**config.mk**
```make
export PLATFORM = sky130hd
export DESIGN_NAME = deadline_monotonic_ready_queue
export DESIGN_NICKNAME = d
export VERILOG_FILES = /design/src/design/dmrq_pkg.sv /design/src/design/deadline_monotonic_ready_queue.sv /design/src/design/dmrq_ctrl.sv /design/src/design/dmrq_datapath.sv
export SDC_FILE = /design/constraint.sdc
export NUM_CORES = 2
export LEC_CHECK = 0
export BUFFER_PORTS_ARGS = -buffer_cell sky130_fd_sc_hd__buf_2
export CORE_ASPECT_RATIO = 1.4
export CORE_MARGIN = 3
export CORE_UTILIZATION = 35
export CTS_CLUSTER_DIAMETER = 50
export CTS_CLUSTER_SIZE = 10
export DETAILED_ROUTE_END_ITERATION = 12
export RECOVER_POWER = 25
export SYNTH_ARGS = -nofsm -noshare
export SYNTH_HDL_FRONTEND = slang
export SYNTH_SLANG_ARGS = --single-unit
```
**constraint.sdc**
```tcl
create_clock -name clk -period 6.1 [get_ports clk]
set_input_delay 0.305 -clock clk [delete_from_list [all_inputs] [get_ports clk]]
set_output_delay 0.305 -clock clk [all_outputs]
set_load 0.01 [all_outputs]
```
**src/design/dmrq_pkg.sv**
```systemverilog
// Shared types, codes and default sizes for the deadline-monotonic ready queue.
package dmrq_pkg;

  localparam int DEF_QUEUE_DEPTH   = 16;
  localparam int DEF_ID_BITS       = 8;
  localparam int DEF_DEADLINE_BITS = 32;

  localparam int CMD_W    = 2;
  localparam int STATUS_W = 2;

  localparam logic [CMD_W-1:0] CMD_INSERT = 2'd0;
  localparam logic [CMD_W-1:0] CMD_REMOVE = 2'd1;
  localparam logic [CMD_W-1:0] CMD_PEEK   = 2'd2;

  localparam logic [STATUS_W-1:0] STATUS_OK        = 2'd0;
  localparam logic [STATUS_W-1:0] STATUS_FULL      = 2'd1;
  localparam logic [STATUS_W-1:0] STATUS_NOT_FOUND = 2'd2;

  typedef enum logic [1:0] {
    ST_IDLE,
    ST_SCAN,
    ST_APPLY,
    ST_RESULT
  } state_t;

  typedef struct packed {
    logic accept;
    logic scan_step;
    logic apply;
    logic load_out;
  } ctrl_cmd_t;

  typedef struct packed {
    logic scan_stop;
    logic out_free;
  } dp_status_t;

endpackage

```
**src/design/deadline_monotonic_ready_queue.sv**
```systemverilog
// Top level of the deadline-monotonic ready queue: stream ports, controller and datapath.
//
// Each input item inserts a job, removes a job by id or only peeks, and yields one
// result with a status, the most urgent job and the number of jobs held. Jobs are
// kept sorted by deadline with ties in arrival order. An item passes through the scan,
// apply and result states on its way from acceptance to the result register: the scan
// pointer visits the sorted entries one per cycle until it finds the place to insert,
// the id to remove or the end of the held jobs, then the apply state shifts the entries
// in parallel. A peek or a refused insert stops the scan at its first step. A new item
// is accepted as soon as the previous one has reached the result register, even while
// that result still waits to be taken.
module deadline_monotonic_ready_queue #(
  parameter int QUEUE_DEPTH   = dmrq_pkg::DEF_QUEUE_DEPTH,
  parameter int ID_BITS       = dmrq_pkg::DEF_ID_BITS,
  parameter int DEADLINE_BITS = dmrq_pkg::DEF_DEADLINE_BITS,
  localparam int CNT_W        = $clog2(QUEUE_DEPTH + 1),
  localparam int IN_W         = ((ID_BITS + DEADLINE_BITS + 7) / 8) * 8,
  localparam int OUT_RAW_W    = 1 + ID_BITS + DEADLINE_BITS + CNT_W,
  localparam int OUT_W        = ((OUT_RAW_W + 7) / 8) * 8
) (
  input  logic                          clk,
  input  logic                          rst_n,
  input  logic                          in_tvalid,
  output logic                          in_tready,
  // Fields from bit 0: job_id, rel_deadline, zero fill.
  input  logic [IN_W-1:0]               in_tdata,
  // Fields from bit 0: cmd.
  input  logic [dmrq_pkg::CMD_W-1:0]    in_tuser,
  output logic                          out_tvalid,
  input  logic                          out_tready,
  // Fields from bit 0: head_valid, head_job_id, head_deadline, entry_count, zero fill.
  output logic [OUT_W-1:0]              out_tdata,
  // Fields from bit 0: status.
  output logic [dmrq_pkg::STATUS_W-1:0] out_tuser
);

  dmrq_pkg::ctrl_cmd_t  cmd;
  dmrq_pkg::dp_status_t sts;

  logic                     head_valid;
  logic [ID_BITS-1:0]       head_job_id;
  logic [DEADLINE_BITS-1:0] head_deadline;
  logic [CNT_W-1:0]         entry_count;

  dmrq_ctrl u_ctrl (
    .clk       (clk),
    .rst_n     (rst_n),
    .in_tvalid (in_tvalid),
    .in_tready (in_tready),
    .sts       (sts),
    .cmd       (cmd)
  );

  dmrq_datapath #(
    .QUEUE_DEPTH   (QUEUE_DEPTH),
    .ID_BITS       (ID_BITS),
    .DEADLINE_BITS (DEADLINE_BITS)
  ) u_datapath (
    .clk               (clk),
    .rst_n             (rst_n),
    .cmd               (cmd),
    .sts               (sts),
    .in_cmd            (in_tuser),
    .in_job_id         (in_tdata[ID_BITS-1:0]),
    .in_rel_deadline   (in_tdata[ID_BITS +: DEADLINE_BITS]),
    .out_tready        (out_tready),
    .out_valid         (out_tvalid),
    .out_status        (out_tuser),
    .out_head_valid    (head_valid),
    .out_head_job_id   (head_job_id),
    .out_head_deadline (head_deadline),
    .out_entry_count   (entry_count)
  );

  assign out_tdata = OUT_W'({entry_count, head_deadline, head_job_id, head_valid});

endmodule

```
**src/design/dmrq_ctrl.sv**
```systemverilog
// Controller state machine that sequences scan, update and result hand-off.
module dmrq_ctrl (
  input  logic                  clk,
  input  logic                  rst_n,
  input  logic                  in_tvalid,
  output logic                  in_tready,
  input  dmrq_pkg::dp_status_t  sts,
  output dmrq_pkg::ctrl_cmd_t   cmd
);

  dmrq_pkg::state_t state_r;
  dmrq_pkg::state_t state_nxt;

  always_ff @(posedge clk) begin
    if (!rst_n) begin
      state_r <= dmrq_pkg::ST_IDLE;
    end else begin
      state_r <= state_nxt;
    end
  end

  always_comb begin
    state_nxt = state_r;
    case (state_r)
      dmrq_pkg::ST_IDLE: begin
        if (in_tvalid) begin
          state_nxt = dmrq_pkg::ST_SCAN;
        end
      end
      dmrq_pkg::ST_SCAN: begin
        if (sts.scan_stop) begin
          state_nxt = dmrq_pkg::ST_APPLY;
        end
      end
      dmrq_pkg::ST_APPLY: begin
        state_nxt = dmrq_pkg::ST_RESULT;
      end
      dmrq_pkg::ST_RESULT: begin
        if (sts.out_free) begin
          state_nxt = dmrq_pkg::ST_IDLE;
        end
      end
      default: begin
        state_nxt = dmrq_pkg::ST_IDLE;
      end
    endcase
  end

  always_comb begin
    in_tready     = 1'b0;
    cmd.accept    = 1'b0;
    cmd.scan_step = 1'b0;
    cmd.apply     = 1'b0;
    cmd.load_out  = 1'b0;
    case (state_r)
      dmrq_pkg::ST_IDLE: begin
        in_tready  = 1'b1;
        cmd.accept = in_tvalid;
      end
      dmrq_pkg::ST_SCAN: begin
        cmd.scan_step = 1'b1;
      end
      dmrq_pkg::ST_APPLY: begin
        cmd.apply = 1'b1;
      end
      dmrq_pkg::ST_RESULT: begin
        cmd.load_out = sts.out_free;
      end
      default: begin
        in_tready = 1'b0;
      end
    endcase
  end

endmodule

```
**src/design/dmrq_datapath.sv**
```systemverilog
// Datapath with the sorted entry registers, scan pointer and result register.
module dmrq_datapath #(
  parameter int QUEUE_DEPTH   = dmrq_pkg::DEF_QUEUE_DEPTH,
  parameter int ID_BITS       = dmrq_pkg::DEF_ID_BITS,
  parameter int DEADLINE_BITS = dmrq_pkg::DEF_DEADLINE_BITS,
  localparam int CNT_W        = $clog2(QUEUE_DEPTH + 1),
  localparam int IDX_W        = $clog2(QUEUE_DEPTH)
) (
  input  logic                          clk,
  input  logic                          rst_n,
  input  dmrq_pkg::ctrl_cmd_t           cmd,
  output dmrq_pkg::dp_status_t          sts,
  input  logic [dmrq_pkg::CMD_W-1:0]    in_cmd,
  input  logic [ID_BITS-1:0]            in_job_id,
  input  logic [DEADLINE_BITS-1:0]      in_rel_deadline,
  input  logic                          out_tready,
  output logic                          out_valid,
  output logic [dmrq_pkg::STATUS_W-1:0] out_status,
  output logic                          out_head_valid,
  output logic [ID_BITS-1:0]            out_head_job_id,
  output logic [DEADLINE_BITS-1:0]      out_head_deadline,
  output logic [CNT_W-1:0]              out_entry_count
);

  localparam logic [CNT_W-1:0] FULL_COUNT = CNT_W'(QUEUE_DEPTH);

  logic [ID_BITS-1:0]       entry_id_r [QUEUE_DEPTH];
  logic [DEADLINE_BITS-1:0] entry_dl_r [QUEUE_DEPTH];
  logic [CNT_W-1:0]         count_r;
  logic [CNT_W-1:0]         idx_r;
  logic [dmrq_pkg::CMD_W-1:0] op_r;
  logic [ID_BITS-1:0]       id_r;
  logic [DEADLINE_BITS-1:0] dl_r;

  logic                          out_valid_r;
  logic [dmrq_pkg::STATUS_W-1:0] out_status_r;
  logic                          out_head_valid_r;
  logic [ID_BITS-1:0]            out_id_r;
  logic [DEADLINE_BITS-1:0]      out_dl_r;
  logic [CNT_W-1:0]              out_count_r;
  logic [dmrq_pkg::STATUS_W-1:0] status_r;

  logic                     is_ins;
  logic                     is_rem;
  logic                     full;
  logic                     at_end;
  logic [ID_BITS-1:0]       rd_id;
  logic [DEADLINE_BITS-1:0] rd_dl;
  logic                     hit;

  assign is_ins = (op_r == dmrq_pkg::CMD_INSERT);
  assign is_rem = (op_r == dmrq_pkg::CMD_REMOVE);
  assign full   = (count_r == FULL_COUNT);
  assign at_end = (idx_r == count_r);
  assign rd_id  = entry_id_r[idx_r[IDX_W-1:0]];
  assign rd_dl  = entry_dl_r[idx_r[IDX_W-1:0]];
  assign hit    = is_ins ? (rd_dl > dl_r) : (rd_id == id_r);

  assign sts.scan_stop = !(is_ins || is_rem) || (is_ins && full) || at_end || hit;
  assign sts.out_free  = !out_valid_r || out_tready;

  always_ff @(posedge clk) begin
    if (!rst_n) begin
      idx_r <= '0;
    end else if (cmd.accept) begin
      idx_r <= '0;
    end else if (cmd.scan_step && !sts.scan_stop) begin
      idx_r <= idx_r + CNT_W'(1);
    end
  end

  always_ff @(posedge clk) begin
    if (cmd.accept) begin
      op_r <= in_cmd;
      id_r <= in_job_id;
      dl_r <= in_rel_deadline;
    end
  end

  // Inserts open a gap at the scan position; removes close the gap there.
  always_ff @(posedge clk) begin
    if (cmd.apply) begin
      if (is_ins && !full) begin
        for (int i = 0; i < QUEUE_DEPTH; i++) begin
          if (CNT_W'(i) == idx_r) begin
            entry_id_r[i] <= id_r;
            entry_dl_r[i] <= dl_r;
          end else if ((i > 0) && (CNT_W'(i) > idx_r)) begin
            entry_id_r[i] <= entry_id_r[(i > 0) ? i - 1 : 0];
            entry_dl_r[i] <= entry_dl_r[(i > 0) ? i - 1 : 0];
          end
        end
      end else if (is_rem && !at_end) begin
        for (int i = 0; i < QUEUE_DEPTH - 1; i++) begin
          if (CNT_W'(i) >= idx_r) begin
            entry_id_r[i] <= entry_id_r[i + 1];
            entry_dl_r[i] <= entry_dl_r[i + 1];
          end
        end
      end
    end
  end

  always_ff @(posedge clk) begin
    if (!rst_n) begin
      count_r <= '0;
    end else if (cmd.apply) begin
      if (is_ins && !full) begin
        count_r <= count_r + CNT_W'(1);
      end else if (is_rem && !at_end) begin
        count_r <= count_r - CNT_W'(1);
      end
    end
  end

  always_ff @(posedge clk) begin
    if (cmd.apply) begin
      if (is_ins && full) begin
        status_r <= dmrq_pkg::STATUS_FULL;
      end else if (is_rem && at_end) begin
        status_r <= dmrq_pkg::STATUS_NOT_FOUND;
      end else begin
        status_r <= dmrq_pkg::STATUS_OK;
      end
    end
  end

  always_ff @(posedge clk) begin
    if (!rst_n) begin
      out_valid_r <= 1'b0;
    end else if (cmd.load_out) begin
      out_valid_r <= 1'b1;
    end else if (out_tready) begin
      out_valid_r <= 1'b0;
    end
  end

  always_ff @(posedge clk) begin
    if (cmd.load_out) begin
      out_status_r     <= status_r;
      out_head_valid_r <= (count_r != '0);
      out_id_r         <= (count_r != '0) ? entry_id_r[0] : '0;
      out_dl_r         <= (count_r != '0) ? entry_dl_r[0] : '0;
      out_count_r      <= count_r;
    end
  end

  assign out_valid         = out_valid_r;
  assign out_status        = out_status_r;
  assign out_head_valid    = out_head_valid_r;
  assign out_head_job_id   = out_id_r;
  assign out_head_deadline = out_dl_r;
  assign out_entry_count   = out_count_r;

`ifndef SYNTH
  a_count_bound: assert property (@(posedge clk) disable iff (!rst_n)
    count_r <= FULL_COUNT)
    else $error("entry count exceeds queue depth");

  a_scan_bound: assert property (@(posedge clk) disable iff (!rst_n)
    idx_r <= count_r)
    else $error("scan pointer ran past the held entries");

  a_reject_keeps_count: assert property (@(posedge clk) disable iff (!rst_n)
    cmd.apply && is_ins && full |=> count_r == $past(count_r))
    else $error("rejected insert changed the entry count");

  a_load_only_when_free: assert property (@(posedge clk) disable iff (!rst_n)
    cmd.load_out |-> (!out_valid_r || out_tready))
    else $error("result register overwritten while still held");
`endif

endmodule
```
-- After elaboration in Yosys (flattened, before gate mapping)
Memory sizes are Yosys's and may differ from the RTL's. A register that Yosys moved wholly into a read port is not among the register bits.
Cells that the tools add are included.
- $add $sub $neg: 3
- magnitude comparators: 31
- equal/unequal tests: 25
- muxes and demuxes: 293
- bitwise operators: 61
- reduce and logical (&&, ||, !) cells: 24
- operators with widths (kind ; count):
    $mux W32 ; 30
    $mux W8 ; 30
    $mux W1 ; 222
    $or A1 B1 Y1 ; 60
    $eq A4 B5 Y1 const A ; 8
    $gt A4 B5 Y1 const A ; 8
    $ge A4 B5 Y1 const A ; 7
    $gt A32 B32 Y1 ; 1
    $eq A3 B5 Y1 const A ; 4
    $ge A3 B5 Y1 const A ; 4
    $gt A3 B5 Y1 const A ; 4
    $mux W4 ; 4
    $add A5 B1 Y5 const B ; 2
    $eq A2 B5 Y1 const A ; 2
    $ge A1 B5 Y1 const A ; 2
    $ge A2 B5 Y1 const A ; 2
    $gt A2 B5 Y1 const A ; 2
    $mux W5 ; 2
    $eq A8 B8 Y1 ; 1
    $mux W2 ; 4
    $pmux W2 S4 ; 1
    $eq A1 B5 Y1 const A ; 1
    $eq A5 B5 Y1 ; 1
    $eq A5 B5 Y1 const B ; 1
    other kinds (17) ; 34
- register bits: 105
- memory bits (writable): 640
- input bits: 46
- output and inout port bits: 52
- word-level logic and storage cells: 452
- memories: 2
- memory list (name ; words ; bits a word ; read ports ; clocked after Yosys merged registers in ; write ports ; line ; text):
    u_datapath.entry_dl_r ; 16 ; 32 ; 17 ; 1 ; 16 ; dmrq_datapath.sv:28 ; logic [DEADLINE_BITS-1:0] entry_dl_r [QUEUE_DEPTH];
    u_datapath.entry_id_r ; 16 ; 8 ; 17 ; 1 ; 16 ; dmrq_datapath.sv:27 ; logic [ID_BITS-1:0] entry_id_r [QUEUE_DEPTH];

-- Depth between registers and ports, before layout
- word-level depth: 10
- mapped depth: 16
- mapped depth without buffers: 12

-- By module
From an unflattened synthesis, not the netlist that was laid out.
- cell total of the unflattened synthesis: 3468
- area total of the unflattened synthesis: 41513.6 sq um
- by module, submodules not included (module ; times used ; cells each ; area each (sq um) ; seq. area each (sq um)):
    dmrq_datapath ; 1 ; 3444 ; 41318.4 ; 22281.4
    dmrq_ctrl ; 1 ; 20 ; 168.9 ; 40.0
    deadline_monotonic_ready_queue ; 1 ; 4 ; 26.3 ; 0.0

-- Worst setup path after synthesis
OpenSTA, ideal clock, no wires.
- kind: reg-to-reg
- start point: reg u_datapath.idx_r[0]
- end point: mem u_datapath.entry_dl_r[9][0] in the netlist's numbering (enable)
- library setup time: 0.498 ns
- arrival time: 4.522 ns
- data required time: 5.602 ns
- setup slack: 1.080 ns
- cell stages (with the launch flop): 10
- path buffers: 3
- period minus slack after synthesis: 5.020 ns
- cell sequence: dfxtp_1 clkbuf_1 xor2_1 nor3_1 nand3_1 and3_1 clkbuf_1 nor2_1 clkbuf_1 a211oi_1
- RTL lines (element ; line ; text):
    from (decl) ; dmrq_datapath.sv:30 ; logic [CNT_W-1:0] idx_r;
    from (signal assigned) ; dmrq_datapath.sv:68 ; idx_r <= idx_r + CNT_W'(1);
    to (decl) ; dmrq_datapath.sv:28 ;

==> summary.txt <==
Routing
  • Pre-antenna DRT Iters: 6
  • WL per Instance: 27.3 um
  • Residual DRC count: 0
  • Drt total wl: 144000 um
  • Iter 0 DRT Violations: 3677
  • Via count: 31400
  • Vias per cell: 5.96
  • Routed Antenna Nets: 0

Yosys
  • Sequential area share after synthesis: 53.8%
  • Area leader, netlist: edfxtp_1
  • Main area contributors after synthesis: edfxtp_1, mux4_2, mux2i_1, nand2_1, o21ai_1
  • Synthesized cell area: 0.0415 sq mm
  • Flops & latches, synth: 749
  • Synth top area share: 53.0%
  • Mean Syn Cell Area: 11.3 sq um
  • Top_reg_cell synth: edfxtp_1
  • Post-synth EDFFs: 732
  • Yosys cell types: 67
  • Mapped Cells: 3658
  • Synth warnings: 0
  • Synth async-reset ratio: 0%

Timing
  • Max Clock Freq: 0.183 GHz
  • Fin Clk Skew: 24.8 ps
  • Final setup vio count: 0
  • Crit share post-route: 89.5%
  • Max_slew headroom: -76.3%
  • Worst-Margin Slew: 2640 ps
  • TNS Setup: 0 ps
  • Final hold vios: 0
  • Hold slack: 240 ps
  • Min Tclk post-route: 5460 ps
  • RSZ-0062 raised after global routing: false
  • Fin. max-slew vios: 247

Global route
  • GR Util All Layers: 22.9%
  • Vias in the first global route: 31300
  • GRT overflow: 0
  • First-pass GRT wire length: 211000 um
  • Initial antenna violation count: 1
  • Pin count of the biggest net entering global routing: 193

Die
  • DIE WIDTH: 297 um
  • Die ar.: 0.123 sq mm
  • Top Ports: 98
  • Num rows: 148
  • Die height: 413 um
  • Core area: 0.117 sq mm
  • Starting density of the core: 35.5%

Setup path
  • Worst Setup End Kind: register
  • CP max FO: 31
  • CP Launch Type: register
  • CP arrival: 6070 ps
  • Worst-case reg-to-reg path depth: 12
  • Worst EP required: 6710 ps
  • CP Class: reg -> reg

Placement
  • Port bufs: 95
  • Final GP Congestion: 0.873
  • DP Wirelength: 83300 um

Final layout
  • Share of layout cells above drive strength 1: 12.1%
  • Layout area overhead: 12.8%
  • Nets: 3729
  • Area of the multi-input gates: 0.0179 sq mm
  • Commonest cells after routing, fill and taps aside: nand2_1, edfxtp_1, o21ai_1
  • Filler instances: 11200
  • Commonest non-fill, non-tap cell in the layout: nand2_1
  • Reg area: 0.0223 sq mm

Power
  • Peak supply drop: 225 uV
  • Leakage: 0.0161 uW
  • Power Density: 324 mW/mm^2

Worst hold path
  • Min-delay worst type: in -> reg
  • Hold path depth: 5

CTS
  • CTS tree: yes
  • Maximum clock insertion buffer count: 3
  • Clock transition at the registers of the reported paths: 60 ps
  • Post-CTS Resized: 0
  • H-tree depth: 3
  • Cts bufs inserted: 92
  • Insertion delay to the later sink of the worst-skew pair: 700 ps
  • CTS root buf: clkbuf_16
  • Sink Count: 749

Job
  • Max-cap violations: 11

Status
  • Status: complete, but fails checks
  • Failing checks: capacitance limit, slew limit
-- synthesized netlist by cell type (3+ instances only) --
| master | instances |
|---|---|
| a211oi_1 | 4 |
| nand4_1 | 9 |
| o21ai_0 | 89 |
| buf_4 | 7 |
| o221ai_1 | 41 |
| edfxtp_1 | 732 |
| mux4_2 | 182 |
| a31oi_1 | 44 |
| dfxtp_1 | 17 |
| a21o_1 | 10 |
| or3_1 | 4 |
| ha_1 | 42 |
| nor3_1 | 85 |
| o21ai_1 | 487 |
| and2_1 | 5 |
| nor2_1 | 134 |
| a22oi_1 | 48 |
| o211ai_1 | 3 |
| and3_1 | 6 |
| nand3_1 | 13 |
| buf_2 | 17 |
| nand2_1 | 748 |
| mux2_1 | 40 |
| o21a_1 | 3 |
| clkbuf_1 | 267 |
| xnor2_1 | 8 |
| buf_1 | 42 |
| mux2i_1 | 325 |
| nor2b_1 | 54 |
| a21oi_1 | 90 |
| xor2_1 | 8 |
| nor4_1 | 3 |
| inv_1 | 45 |
| o31ai_1 | 6 |
-- cell families (layout without fill, tap and decap cells) --
logic type                 Yosys count  in the layout  synth area share [%]
and+or+nand+nor                   1075           1075                  10.7
xor gates and xnor gates            16             16                 0.338
buffers and inverters              381            411                  3.58
muxes                              551            551                  19.0
adders and majority gates           43             43                  1.31
DFF                                749            749                  53.8
AOI/OAI and AO/OA                  842            842                  11.3
other                                1              3               0.00904
-- report_power, final --
| group | internal (uW) | leakage [uW] | switching [uW] |
|---|---|---|---|
| clock | 3030 | 0.00134 | 2240 |
| sequential | 6530 | 0.00682 | 666 |
| combinational | 1040 | 0.00793 | 1680 |
| total | 10600 | 0.0161 | 4580 |
-- state kept, by name, indices dropped and copies added (netlist names), named ones only --
name / count
u_datapath.entry_dl_r: 512
u_datapath.entry_id_r: 128
u_datapath.dl_r: 32
u_datapath.out_head_deadline: 32
u_datapath.id_r: 8
u_datapath.out_head_job_id: 8
u_datapath.count_r: 5
u_datapath.idx_r: 5
u_datapath.out_entry_count: 5
u_ctrl.state_r: 2
u_datapath.op_r: 2
u_datapath.out_status: 2
u_datapath.status_r: 2
u_datapath.out_head_valid: 1
u_datapath.out_valid: 1
-- through the flow --
step           area, sq um  power (uW)  utilization [%]  worst slack (ps)  cells
2_1_floorplan        41500        8800                -              1080   3659
3_5_place_dp         43800        9990             37.4               707   5077
3_3_place_gp         43800        9920             37.4               672   5077
6_report             46800       15200             40.0               639   5265
5_1_grt              46800       15700             40.0               513   5264
4_1_cts              47000       15300             40.2               683   5264
-- timing repair --
item,CTS,global route
setup buffers,0,0
hold endpoints to repair,45,0
hold buffers,44,0
-- per-layer routing --
layer	GRT usage, %	vias to the layer above	share of wire (%)	routed length (um)
li1	-	13600	-	-
met1	28.0	15700	38	54000
met4	12.7	0	5.9	8420
met3	3.86	425	7.9	11400
met2	38.8	1696	49	69900
met5	0	-	0	0
-- critical path, cell delays in order (launching register included) --
cell and delay [ps]:
dfxtp_4 740, buf_12 310, mux4_2 530, mux4_2 510
ha_1 340, nand4_1 250, inv_1 70, a21oi_1 320
o22ai_1 150, a2111oi_0 900, a21oi_1 470, or4_1 560
a21boi_1 170
-- final timing paths --
path | slack (ps) | end | from
setup reg to reg | 640 | register | register
hold / removal | 240 | u_ctrl.state_r[1] | in_tvalid
hold reg to reg | 440 | u_datapath.out_status[1] | u_datapath.status_r[1]
setup / recovery | 640 | register | register
-- cell type report --
cell class	instances	area share (%)
timing repair buffer	221	3.48
multi-input combinational	2529	38.3
sequential	749	47.7
inverter	47	0.377
antenna	1	0.00535
clock buffer	115	5.26
tap	1575	4.21
clock inverter	28	0.610
(Power assumes the default switching activity.)
